`src/plvta_pkg.sv`:
```
// Package for the price level volume threshold alert block.
// Holds the transfer payload types, configuration register indexes, compare
// mode codes and arithmetic constants. It has no dependencies.
package plvta_pkg;

    // Sizes of the fixed fields and of the configuration port.
    localparam int unsigned DataW    = 32;
    localparam int unsigned IndexW   = 10;
    localparam int unsigned CountW   = 11;
    localparam int unsigned SlotW    = 3;
    localparam int unsigned ModeW    = 4;
    localparam int unsigned CfgIdxW  = 3;

    // Defaults of the block parameters.
    localparam int unsigned MaxLevelsDefault = 1024;
    localparam int unsigned MaxRunsDefault   = 5;

    // Arithmetic constants: percent scale, zero-divisor result, count cap.
    localparam int unsigned Pct      = 100;
    localparam int unsigned ZeroPct  = 1000;
    localparam int unsigned CountMax = 2047;

    // The dividend is the 32-bit volume times 100, so it needs 39 bits.
    localparam int unsigned DividendW = 39;
    localparam int unsigned DivSteps  = DividendW;
    localparam int unsigned StepW     = $clog2(DivSteps);

    // Configuration register indexes.
    localparam logic [CfgIdxW-1:0] CFG_COMPARE_MODE  = 3'd0;
    localparam logic [CfgIdxW-1:0] CFG_VOLUME_LIMIT  = 3'd1;
    localparam logic [CfgIdxW-1:0] CFG_PERCENT_LIMIT = 3'd2;
    localparam logic [CfgIdxW-1:0] CFG_ASK_LIMIT     = 3'd3;
    localparam logic [CfgIdxW-1:0] CFG_ZERO_COMPARE  = 3'd4;
    localparam logic [CfgIdxW-1:0] CFG_ZERO_ACTION   = 3'd5;
    localparam logic [CfgIdxW-1:0] CFG_MIN_RUN_SIZE  = 3'd6;

    // Compare mode codes.
    localparam logic [ModeW-1:0] MODE_BID        = 4'd0;
    localparam logic [ModeW-1:0] MODE_ASK        = 4'd1;
    localparam logic [ModeW-1:0] MODE_TOTAL      = 4'd2;
    localparam logic [ModeW-1:0] MODE_TRADES     = 4'd3;
    localparam logic [ModeW-1:0] MODE_DIFF       = 4'd4;
    localparam logic [ModeW-1:0] MODE_DIAG_DIFF  = 4'd5;
    localparam logic [ModeW-1:0] MODE_RATIO      = 4'd6;
    localparam logic [ModeW-1:0] MODE_DIAG_RATIO = 4'd7;
    localparam logic [ModeW-1:0] MODE_BOTH       = 4'd8;

    // Configuration reset values.
    localparam logic [ModeW-1:0]  RstCompareMode  = MODE_TOTAL;
    localparam logic [DataW-1:0]  RstVolumeLimit  = 32'd100;
    localparam logic [DataW-1:0]  RstPercentLimit = 32'd150;
    localparam logic [DataW-1:0]  RstAskLimit     = 32'd100;
    localparam logic [CountW-1:0] RstMinRunSize   = 11'd0;

    // One price level of a bar.
    typedef struct packed {
        logic              bar_start;
        logic [IndexW-1:0] level_index;
        logic [DataW-1:0]  price_ticks;
        logic [DataW-1:0]  bid_volume;
        logic [DataW-1:0]  ask_volume;
        logic [DataW-1:0]  total_volume;
        logic [DataW-1:0]  trade_count;
        logic              has_next;
        logic [DataW-1:0]  next_ask_volume;
        logic [DataW-1:0]  next_price_ticks;
    } t_in_item;

    // Alert result for one price level.
    typedef struct packed {
        logic              alert;
        logic [DataW-1:0]  marked_price_ticks;
        logic [DataW-1:0]  line_price_ticks;
        logic [CountW-1:0] alert_total;
        logic [SlotW-1:0]  run_slot;
        logic              run_bottom_mark;
        logic              run_top_mark;
    } t_out_item;

endpackage

```
`src/price_level_volume_threshold_alert_top.sv`:
```
// Top level of the price level volume threshold alert block.
// Depends on plvta_pkg for payload types, register indexes and mode codes.
// Steps: the idle state latches the level, the evaluate state picks operands, and
// the finish state writes the result; ratio modes that divide pass through the
// restoring divider steps and a rounding step before finish. One level is in work
// at a time, so a new level is taken only after the last one has been written to
// the output register, which waits while results are stalled. Synchronous active-low
// reset restores register defaults, clears bar state and output valid, and stalls input.
module price_level_volume_threshold_alert_top #(
    parameter int unsigned MAX_LEVELS = plvta_pkg::MaxLevelsDefault,
    parameter int unsigned MAX_RUNS   = plvta_pkg::MaxRunsDefault
) (
    input  logic                                  i_clk,
    input  logic                                  i_rst_n,
    input  logic                                  i_in_valid,
    output logic                                  o_in_stall,
    input  plvta_pkg::t_in_item                   i_in_data,
    output logic                                  o_out_valid,
    input  logic                                  i_out_stall,
    output plvta_pkg::t_out_item                  o_out_data,
    input  logic                                  i_cfg_we,
    input  logic [plvta_pkg::CfgIdxW-1:0]         i_cfg_index,
    input  logic [plvta_pkg::DataW-1:0]           i_cfg_data
);

    localparam int unsigned DW   = plvta_pkg::DataW;
    localparam int unsigned CW   = plvta_pkg::CountW;
    localparam int unsigned NW   = plvta_pkg::DividendW;
    localparam int unsigned SW   = plvta_pkg::StepW;
    localparam int unsigned RunW = $clog2(MAX_RUNS + 1) + 1;
    localparam int unsigned CapI = (MAX_LEVELS < plvta_pkg::CountMax) ?
                                   MAX_LEVELS : plvta_pkg::CountMax;
    localparam logic [CW-1:0]          AlertCap  = CW'(CapI);
    localparam logic [CW-1:0]          LenMax    = CW'(plvta_pkg::CountMax);
    localparam logic signed [RunW-1:0] RunMax    = RunW'(MAX_RUNS);
    localparam logic signed [RunW-1:0] RunNone   = -RunW'(1);
    localparam logic [DW-1:0]          PosZero   = DW'(plvta_pkg::ZeroPct);
    localparam logic [DW-1:0]          NegZero   = -DW'(plvta_pkg::ZeroPct);
    localparam logic [NW:0]            SatPos    = (NW+1)'(32'h7fff_ffff);
    localparam logic [NW:0]            SatNeg    = (NW+1)'(32'h8000_0000);
    localparam logic [SW-1:0]          LastStep  = SW'(plvta_pkg::DivSteps - 1);

    typedef enum logic [2:0] {
        ST_IDLE,
        ST_EVAL,
        ST_DIV,
        ST_ROUND,
        ST_FINISH
    } t_state;

    // Control and configuration registers.
    t_state                       r_state;
    logic [plvta_pkg::ModeW-1:0]  r_mode;
    logic [DW-1:0]                r_vol_limit;
    logic [DW-1:0]                r_pct_limit;
    logic [DW-1:0]                r_ask_limit;
    logic                         r_zero_ok;
    logic                         r_zero_act;
    logic [CW-1:0]                r_min_run;

    // Per-bar run tracking state.
    logic                         r_run_open;
    logic [plvta_pkg::IndexW-1:0] r_run_base;
    logic [CW-1:0]                r_run_len;
    logic                         r_run_qual;
    logic signed [RunW-1:0]       r_run_num;
    logic [CW-1:0]                r_alert_cnt;

    // Datapath registers of the level in work.
    plvta_pkg::t_in_item          r_item;
    logic [DW-1:0]                r_ratio;
    logic [DW-1:0]                r_marked;
    logic [DW-1:0]                r_line;
    logic                         r_neg;
    logic [NW-1:0]                r_quo;
    logic [DW-1:0]                r_rem;
    logic [DW-1:0]                r_den;
    logic [SW-1:0]                r_step;

    // Output register.
    logic                         r_out_valid;
    plvta_pkg::t_out_item         r_out;

    // Evaluation of the latched level: picks the ratio operands or a direct value.
    logic          e_need_div;
    logic [DW-1:0] e_num;
    logic [DW-1:0] e_den;
    logic          e_neg;
    logic [DW-1:0] e_r;
    logic [DW-1:0] e_marked;
    logic [DW-1:0] e_line;
    logic [NW-1:0] e_dividend;

    always_comb begin
        e_need_div = 1'b0;
        e_num      = '0;
        e_den      = '0;
        e_neg      = 1'b0;
        e_r        = '0;
        e_marked   = r_item.price_ticks;
        e_line     = r_item.price_ticks;
        case (r_mode)
            plvta_pkg::MODE_DIFF: begin
                e_r = r_item.ask_volume - r_item.bid_volume;
            end
            plvta_pkg::MODE_DIAG_DIFF: begin
                if (r_item.has_next) begin
                    e_r = r_item.next_ask_volume - r_item.bid_volume;
                    if (r_item.next_ask_volume > r_item.bid_volume) begin
                        e_line = r_item.next_price_ticks;
                    end
                end
            end
            plvta_pkg::MODE_RATIO: begin
                if ((r_item.ask_volume != '0 && r_item.bid_volume != '0) || r_zero_ok) begin
                    if (r_item.ask_volume >= r_item.bid_volume) begin
                        if (r_item.bid_volume == '0 && r_zero_act) begin
                            e_r = PosZero;
                        end else begin
                            e_need_div = 1'b1;
                            e_num      = r_item.ask_volume;
                            e_den      = r_item.bid_volume;
                        end
                    end else begin
                        if (r_item.ask_volume == '0 && r_zero_act) begin
                            e_r = NegZero;
                        end else begin
                            e_need_div = 1'b1;
                            e_num      = r_item.bid_volume;
                            e_den      = r_item.ask_volume;
                            e_neg      = 1'b1;
                        end
                    end
                end
            end
            plvta_pkg::MODE_DIAG_RATIO: begin
                if (r_item.has_next) begin
                    if (r_item.next_ask_volume >= r_item.bid_volume &&
                        (r_item.bid_volume != '0 || r_zero_ok)) begin
                        e_marked = r_item.next_price_ticks;
                        e_line   = r_item.next_price_ticks;
                        if (r_item.bid_volume == '0 && r_zero_act) begin
                            e_r = PosZero;
                        end else begin
                            e_need_div = 1'b1;
                            e_num      = r_item.next_ask_volume;
                            e_den      = r_item.bid_volume;
                        end
                    end else if (r_item.bid_volume > r_item.next_ask_volume &&
                                 (r_item.next_ask_volume != '0 || r_zero_ok)) begin
                        if (r_item.next_ask_volume == '0 && r_zero_act) begin
                            e_r = NegZero;
                        end else begin
                            e_need_div = 1'b1;
                            e_num      = r_item.bid_volume;
                            e_den      = r_item.next_ask_volume;
                            e_neg      = 1'b1;
                        end
                    end
                end
            end
            default: begin
            end
        endcase
        e_dividend = NW'(e_num) * NW'(plvta_pkg::Pct);
    end

    // One restoring divider step: shift in the next dividend bit and try to subtract.
    logic [DW:0]   d_trial;
    logic          d_fit;
    logic [DW:0]   d_diff;

    always_comb begin
        d_trial = {r_rem, r_quo[NW-1]};
        d_diff  = d_trial - {1'b0, r_den};
        d_fit   = (d_trial >= {1'b0, r_den});
    end

    // Rounding to nearest with halves up, then sign and saturation.
    logic          q_up;
    logic [NW:0]   q_round;
    logic [DW-1:0] q_ratio;

    always_comb begin
        q_up    = ({r_rem, 1'b0} >= {1'b0, r_den});
        q_round = {1'b0, r_quo} + (NW+1)'(q_up);
        if (!r_neg) begin
            q_ratio = (q_round > SatPos) ? 32'h7fff_ffff : q_round[DW-1:0];
        end else begin
            q_ratio = (q_round > SatNeg) ? 32'h8000_0000 : -q_round[DW-1:0];
        end
    end

    // Threshold test, alert count and run tracking for the finished level.
    logic                         f_hit;
    logic                         f_plain_bid;
    logic                         f_plain_ask;
    logic [DW-1:0]                f_limit;
    logic                         f_open;
    logic [plvta_pkg::IndexW-1:0] f_base;
    logic [CW-1:0]                f_len;
    logic                         f_qual;
    logic signed [RunW-1:0]       f_num;
    logic [CW-1:0]                f_cnt;
    logic                         f_bmark;
    logic                         f_tmark;
    logic [CW:0]                  f_next_idx;
    plvta_pkg::t_out_item         f_out;

    function automatic logic plain_test(input logic [31:0] limit, input logic [31:0] v);
        plain_test = (limit != '0 && v >= limit) || (limit == '0 && v == '0);
    endfunction

    function automatic logic signed_test(input logic [31:0] r, input logic [31:0] lim);
        logic signed [31:0] sr;
        logic signed [31:0] sl;
        sr = $signed(r);
        sl = $signed(lim);
        signed_test = (sr > 0 && sl > 0 && sr >= sl) || (sr < 0 && sl < 0 && sr <= sl);
    endfunction

    always_comb begin
        f_plain_bid = plain_test(r_vol_limit, r_item.bid_volume);
        f_plain_ask = plain_test(r_ask_limit, r_item.ask_volume);
        f_limit     = (r_mode == plvta_pkg::MODE_RATIO || r_mode == plvta_pkg::MODE_DIAG_RATIO) ?
                      r_pct_limit : r_vol_limit;
        case (r_mode)
            plvta_pkg::MODE_BID:        f_hit = f_plain_bid;
            plvta_pkg::MODE_ASK:        f_hit = plain_test(r_vol_limit, r_item.ask_volume);
            plvta_pkg::MODE_TOTAL:      f_hit = plain_test(r_vol_limit, r_item.total_volume);
            plvta_pkg::MODE_TRADES:     f_hit = plain_test(r_vol_limit, r_item.trade_count);
            plvta_pkg::MODE_DIFF:       f_hit = signed_test(r_ratio, f_limit);
            plvta_pkg::MODE_DIAG_DIFF:  f_hit = signed_test(r_ratio, f_limit);
            plvta_pkg::MODE_RATIO:      f_hit = signed_test(r_ratio, f_limit);
            plvta_pkg::MODE_DIAG_RATIO: f_hit = signed_test(r_ratio, f_limit);
            plvta_pkg::MODE_BOTH:       f_hit = f_plain_bid && f_plain_ask;
            default:                    f_hit = 1'b0;
        endcase

        // A new bar starts from cleared state.
        if (r_item.bar_start) begin
            f_open = 1'b0;
            f_base = '0;
            f_len  = '0;
            f_qual = 1'b0;
            f_num  = RunNone;
            f_cnt  = '0;
        end else begin
            f_open = r_run_open;
            f_base = r_run_base;
            f_len  = r_run_len;
            f_qual = r_run_qual;
            f_num  = r_run_num;
            f_cnt  = r_alert_cnt;
        end
        f_bmark    = 1'b0;
        f_tmark    = 1'b0;
        f_next_idx = (CW+1)'(f_base) + (CW+1)'(f_len);

        if (f_hit) begin
            if (f_cnt < AlertCap) begin
                f_cnt = f_cnt + CW'(1);
            end
            if (r_min_run != '0 && f_num < RunMax) begin
                // A gap closes the open run; an unqualified run gives its slot back.
                if (f_open && (CW+1)'(r_item.level_index) != f_next_idx) begin
                    f_open = 1'b0;
                    f_len  = '0;
                    if (!f_qual) begin
                        f_num = f_num - RunW'(1);
                    end
                    f_qual = 1'b0;
                end
                if (!f_open) begin
                    f_num   = f_num + RunW'(1);
                    f_open  = 1'b1;
                    f_len   = CW'(1);
                    f_base  = r_item.level_index;
                    f_bmark = (f_num < RunMax);
                end else if (f_len < LenMax) begin
                    f_len = f_len + CW'(1);
                end
                if (f_len >= r_min_run) begin
                    f_qual  = 1'b1;
                    f_tmark = (f_num < RunMax);
                end
            end
        end

        f_out.alert              = f_hit;
        f_out.marked_price_ticks = r_marked;
        f_out.line_price_ticks   = r_line;
        f_out.alert_total        = f_cnt;
        f_out.run_slot           = (f_num >= 0 && f_num < RunMax) ?
                                   plvta_pkg::SlotW'($unsigned(f_num)) : '0;
        f_out.run_bottom_mark    = f_bmark;
        f_out.run_top_mark       = f_tmark;
    end

    // Sequencer, configuration registers and output register.
    always_ff @(posedge i_clk) begin
        if (!i_rst_n) begin
            r_state     <= ST_IDLE;
            r_mode      <= plvta_pkg::RstCompareMode;
            r_vol_limit <= plvta_pkg::RstVolumeLimit;
            r_pct_limit <= plvta_pkg::RstPercentLimit;
            r_ask_limit <= plvta_pkg::RstAskLimit;
            r_zero_ok   <= 1'b0;
            r_zero_act  <= 1'b0;
            r_min_run   <= plvta_pkg::RstMinRunSize;
            r_run_open  <= 1'b0;
            r_run_base  <= '0;
            r_run_len   <= '0;
            r_run_qual  <= 1'b0;
            r_run_num   <= RunNone;
            r_alert_cnt <= '0;
            r_out_valid <= 1'b0;
        end else begin
            // Configuration writes.
            if (i_cfg_we) begin
                case (i_cfg_index)
                    plvta_pkg::CFG_COMPARE_MODE:  r_mode      <= i_cfg_data[plvta_pkg::ModeW-1:0];
                    plvta_pkg::CFG_VOLUME_LIMIT:  r_vol_limit <= i_cfg_data;
                    plvta_pkg::CFG_PERCENT_LIMIT: r_pct_limit <= i_cfg_data;
                    plvta_pkg::CFG_ASK_LIMIT:     r_ask_limit <= i_cfg_data;
                    plvta_pkg::CFG_ZERO_COMPARE:  r_zero_ok   <= i_cfg_data[0];
                    plvta_pkg::CFG_ZERO_ACTION:   r_zero_act  <= i_cfg_data[0];
                    plvta_pkg::CFG_MIN_RUN_SIZE:  r_min_run   <= i_cfg_data[CW-1:0];
                    default: begin
                    end
                endcase
            end

            // The result leaves when the receiver takes it; the finish step
            // refills the register itself in that cycle.
            if (r_out_valid && !i_out_stall && r_state != ST_FINISH) begin
                r_out_valid <= 1'b0;
            end

            case (r_state)
                ST_IDLE: begin
                    if (i_in_valid) begin
                        r_item  <= i_in_data;
                        r_state <= ST_EVAL;
                    end
                end
                ST_EVAL: begin
                    r_ratio  <= e_r;
                    r_marked <= e_marked;
                    r_line   <= e_line;
                    r_neg    <= e_neg;
                    r_quo    <= e_dividend;
                    r_rem    <= '0;
                    r_den    <= (e_den == '0) ? DW'(1) : e_den;
                    r_step   <= '0;
                    r_state  <= e_need_div ? ST_DIV : ST_FINISH;
                end
                ST_DIV: begin
                    r_quo  <= {r_quo[NW-2:0], d_fit};
                    r_rem  <= d_fit ? d_diff[DW-1:0] : d_trial[DW-1:0];
                    r_step <= r_step + SW'(1);
                    if (r_step == LastStep) begin
                        r_state <= ST_ROUND;
                    end
                end
                ST_ROUND: begin
                    r_ratio <= q_ratio;
                    r_state <= ST_FINISH;
                end
                ST_FINISH: begin
                    if (!r_out_valid || !i_out_stall) begin
                        r_out       <= f_out;
                        r_out_valid <= 1'b1;
                        r_run_open  <= f_open;
                        r_run_base  <= f_base;
                        r_run_len   <= f_len;
                        r_run_qual  <= f_qual;
                        r_run_num   <= f_num;
                        r_alert_cnt <= f_cnt;
                        r_state     <= ST_IDLE;
                    end
                end
                default: begin
                    r_state <= ST_IDLE;
                end
            endcase
        end
    end

    assign o_in_stall  = (r_state != ST_IDLE) || !i_rst_n;
    assign o_out_valid = r_out_valid;
    assign o_out_data  = r_out;

endmodule
```
`config.mk`:
```
export PLATFORM = sky130hd
export DESIGN_NAME = price_level_volume_threshold_alert_top
export DESIGN_NICKNAME = d
export VERILOG_FILES = /design/src/plvta_pkg.sv /design/src/price_level_volume_threshold_alert_top.sv
export SDC_FILE = /design/constraint.sdc
export NUM_CORES = 2
export LEC_CHECK = 0
export BUFFER_PORTS_ARGS = -buffer_cell sky130_fd_sc_hd__buf_2
export CAP_MARGIN = 5
export CORE_MARGIN = 2
export CORE_UTILIZATION = 60
export DETAILED_ROUTE_END_ITERATION = 7
export PLACE_DENSITY = 0.8
export SYNTH_ARGS = -nofsm -noshare
export SYNTH_HDL_FRONTEND = slang
export SYNTH_SLANG_ARGS = --single-unit
export TNS_END_PERCENT = 1
```
`constraint.sdc`:
```
create_clock -name i_clk -period 20.6 [get_ports i_clk]
set_clock_uncertainty 0.1 [all_clocks]
set_input_delay 3.09 -clock i_clk [delete_from_list [all_inputs] [get_ports i_clk]]
set_output_delay 3.09 -clock i_clk [all_outputs]
set_load 0.02 [all_outputs]
```
==> out/results.txt <==
CP Capture Type -> register
Die width -> 274 um
Slowest CP cell -> a222oi_1
Most used cell, CP -> inv_1
Clock Pin Slew Worst Setup and Hold Paths -> 60 ps
Fmax -> 0.111 GHz
Ys async rst share -> 0%
Routed len/inst -> 24.4 um
Multi-input gate area -> 0.0228 mm^2
Initial Utilization -> 60.8%
Design internal power -> 2.41 mW
Fill count -> 5633
Clock buffer depth -> 3
Post-synthesis register bit count -> 678
CTS resizes -> 0
IO buf count -> 358
CTS buffer count -> 75
CTS Root Cell -> clkbuf_16
Number of distinct library cells after synthesis -> 93
TritonCTS clock tree -> done
Final GP Congestion -> 1.02
Full die area -> 0.0748 mm^2
Clock power frac -> 40.6%
Place WS -> 11970 ps
Vias -> 37300
Layout cells sized above 1 -> 11.9%
Sequential Area -> 0.0188 mm^2
Mapped Nets -> 5191
Yosys top cell area share -> 36.0%
Max-slew headroom -> 14.9%
Switching Power -> 0.851 mW
Post-CTS Setup Inserts -> 0
Detail Placement HPWL -> 108000 um
Site Rows -> 98
# setup viols final -> 0
Die H -> 274 um
Final min period -> 8980 ps
Hold crit path type -> reg -> reg
Total power draw -> 3.26 mW
YS warnings -> 0
Synth area leaders -> edfxtp_1 36%, ha_1 12%, dfxtp_1 7.1%
Fraction of the yosys area taken by sequential cells -> 43.1%
Largest net degree at the start of global routing -> 167
Pins Over Slew Limit -> 0
Clock sink total -> 678
Routed Antenna Nets -> 0
Worst Path Arrival -> 9280 ps
Number of synthesized flops with an enable pin -> 523
Cell Pwr Density -> 67.1 mW/mm^2
Setup_tns -> 0 ps
Post-Syn Instances -> 4471
Crit share post-route -> 43.6%
CP Max Fanout -> 32
Comb pwr share -> 11.4%
Main synth FF type -> edfxtp_1
Worst setup margin -> 11620 ps
Area grow syn2layout -> 11.6%
Gr ovfl total -> 0
Num ports -> 359
Final hold vios -> 0
DRC -> 0
Peak VDD IR -> 0.0803 mV
Core Region -> 0.0717 mm^2
Critical path startpoint category -> register
Initial antenna violation count -> 12
RSZ-0062 raised after global routing -> false
Fin nets -> 5495
DRT iter0 DRCs -> 5324
Final wirelength -> 141000 um
Cell taking the most area after synthesis -> edfxtp_1
Post-Synthesis Cell Area -> 0.0436 mm^2
DR pass1 iterations -> 7
Synth top cells by count -> 580 x nand2_1, 523 x edfxtp_1, 413 x ha_1
Leakage -> 19.9 nW
Worst-Skew Late Latency -> 650 ps
Sw Share -> 26.1%
Vias in the first global route -> 34800
H-tree depth -> 3
Most common cell in the netlist -> nand2_1
Status -> finished, final reports clean
Vias per cell -> 6.44
Max incr delay on CP -> 1070 ps
GRT Overall Usage -> 37.1%
Number of max-cap violations -> 0
CP Class -> reg -> reg
Worst Path Required -> 20900 ps
Hold buffer count at cts -> 0
Mean Syn Cell Area -> 9.75 um^2
Flop pwr share -> 48.0%
First-pass GRT wire length -> 210000 um
Worst-margin pin slew -> 1270 ps
Fin util -> 67.9%
-- area by class of cell --
type	instances	area share, %
inverters	348	2.68
flip-flops and latches	678	38.6
clock buffers	100	4.26
diodes	4	0.0206
clock inverters	37	0.673
multi-input cells	3269	46.9
repair buffers	403	4.41
well taps	950	2.44
-- layout by cell type (no fill, tap or decap), types with 41 or more instances in the layout --
master,n
ha_1,413
nand3_1,107
nand2_1,579
o21ai_0,174
a21boi_0,108
nor2_1,253
edfxtp_1,523
clkbuf_16,77
a21o_1,99
xor2_1,86
buf_2,357
dfxtp_1,154
xnor2_1,99
nor2b_1,60
nand4_1,74
inv_1,347
buf_4,45
a211oi_1,41
nor4_1,93
o221ai_1,47
mux2i_1,88
nor3_1,59
a21oi_1,259
-- flip-flops by register name (all words and copies together), names as in the netlist, 3 cells and up --
signal / flops
o_out_data: 81
r_alert_cnt: 11
r_ask_limit: 32
r_den: 32
r_item: 236
r_line: 32
r_marked: 32
r_min_run: 11
r_mode: 4
r_pct_limit: 32
r_quo: 39
r_ratio: 32
r_rem: 32
r_run_base: 10
r_run_len: 11
r_run_num: 4
r_state: 3
r_step: 6
r_vol_limit: 32
-- routing by layer --
metal / part of all wire [%] / wire length [um] / vias up / track usage (%)
li1: - / - / 17100 / -
met1: 41 / 57700 / 17700 / 51.8
met2: 43 / 60900 / 2124 / 55.7
met3: 11 / 16000 / 327 / 7.88
met4: 4.8 / 6770 / 10 / 16.7
met5: 0.042 / 60 / - / 0
-- power groups by stage --
stage | registers, mW | logic [mW] | clock network [mW]
final | 1.57 | 0.372 | 1.33
after CTS | 1.56 | 0.364 | 1.33
after detailed placement | 1.59 | 0.361 | 0
after global placement | 1.59 | 0.357 | 0
after floorplan | 1.59 | 0.237 | 0
after global routing | 1.57 | 0.406 | 1.38
-- logic make-up after synthesis --
logic type	count (synthesis)	synth area share (%)
muxes	92	2.12
buffers and inverters	524	4.66
AOI/OAI and AO/OA	1114	17.4
xor gates and xnor gates	185	3.72
DFF	678	43.1
adders and majority gates	444	13.3
and+or+nand+nor	1434	15.7
-- metrics by stage --
step / cell area, um^2 / hold slack [ps] / instances
2_1_floorplan: 43600 / 300 / 4471
4_1_cts: 48700 / 317 / 5785
3_3_place_gp: 46300 / 301 / 5648
5_1_grt: 48700 / 317 / 5787
6_report: 48700 / 313 / 5789
3_5_place_dp: 46300 / 305 / 5648
-- worst max-delay path: cells and delay by family, from the launching register on --
kind,cells,cell delay [ps]
DFF,1,480
and+or+nand+nor,4,640
buffers and inverters,4,320
muxes,1,260
adders and majority gates,5,1720
AOI/OAI and AO/OA,14,5060
xor gates and xnor gates,1,150
-- final timing paths --
check,cells after the start,slack [ps],startpoint,to
worst max-delay path,29,11620,r_item[129],r_quo[35]
worst max register to register,29,11620,r_item[129],r_quo[35]
worst min register to register,0,310,r_line[29],o_out_data[45]
worst min-delay path,0,310,r_line[29],o_out_data[45]
No activity file was read; power rests on OpenSTA's default activity.
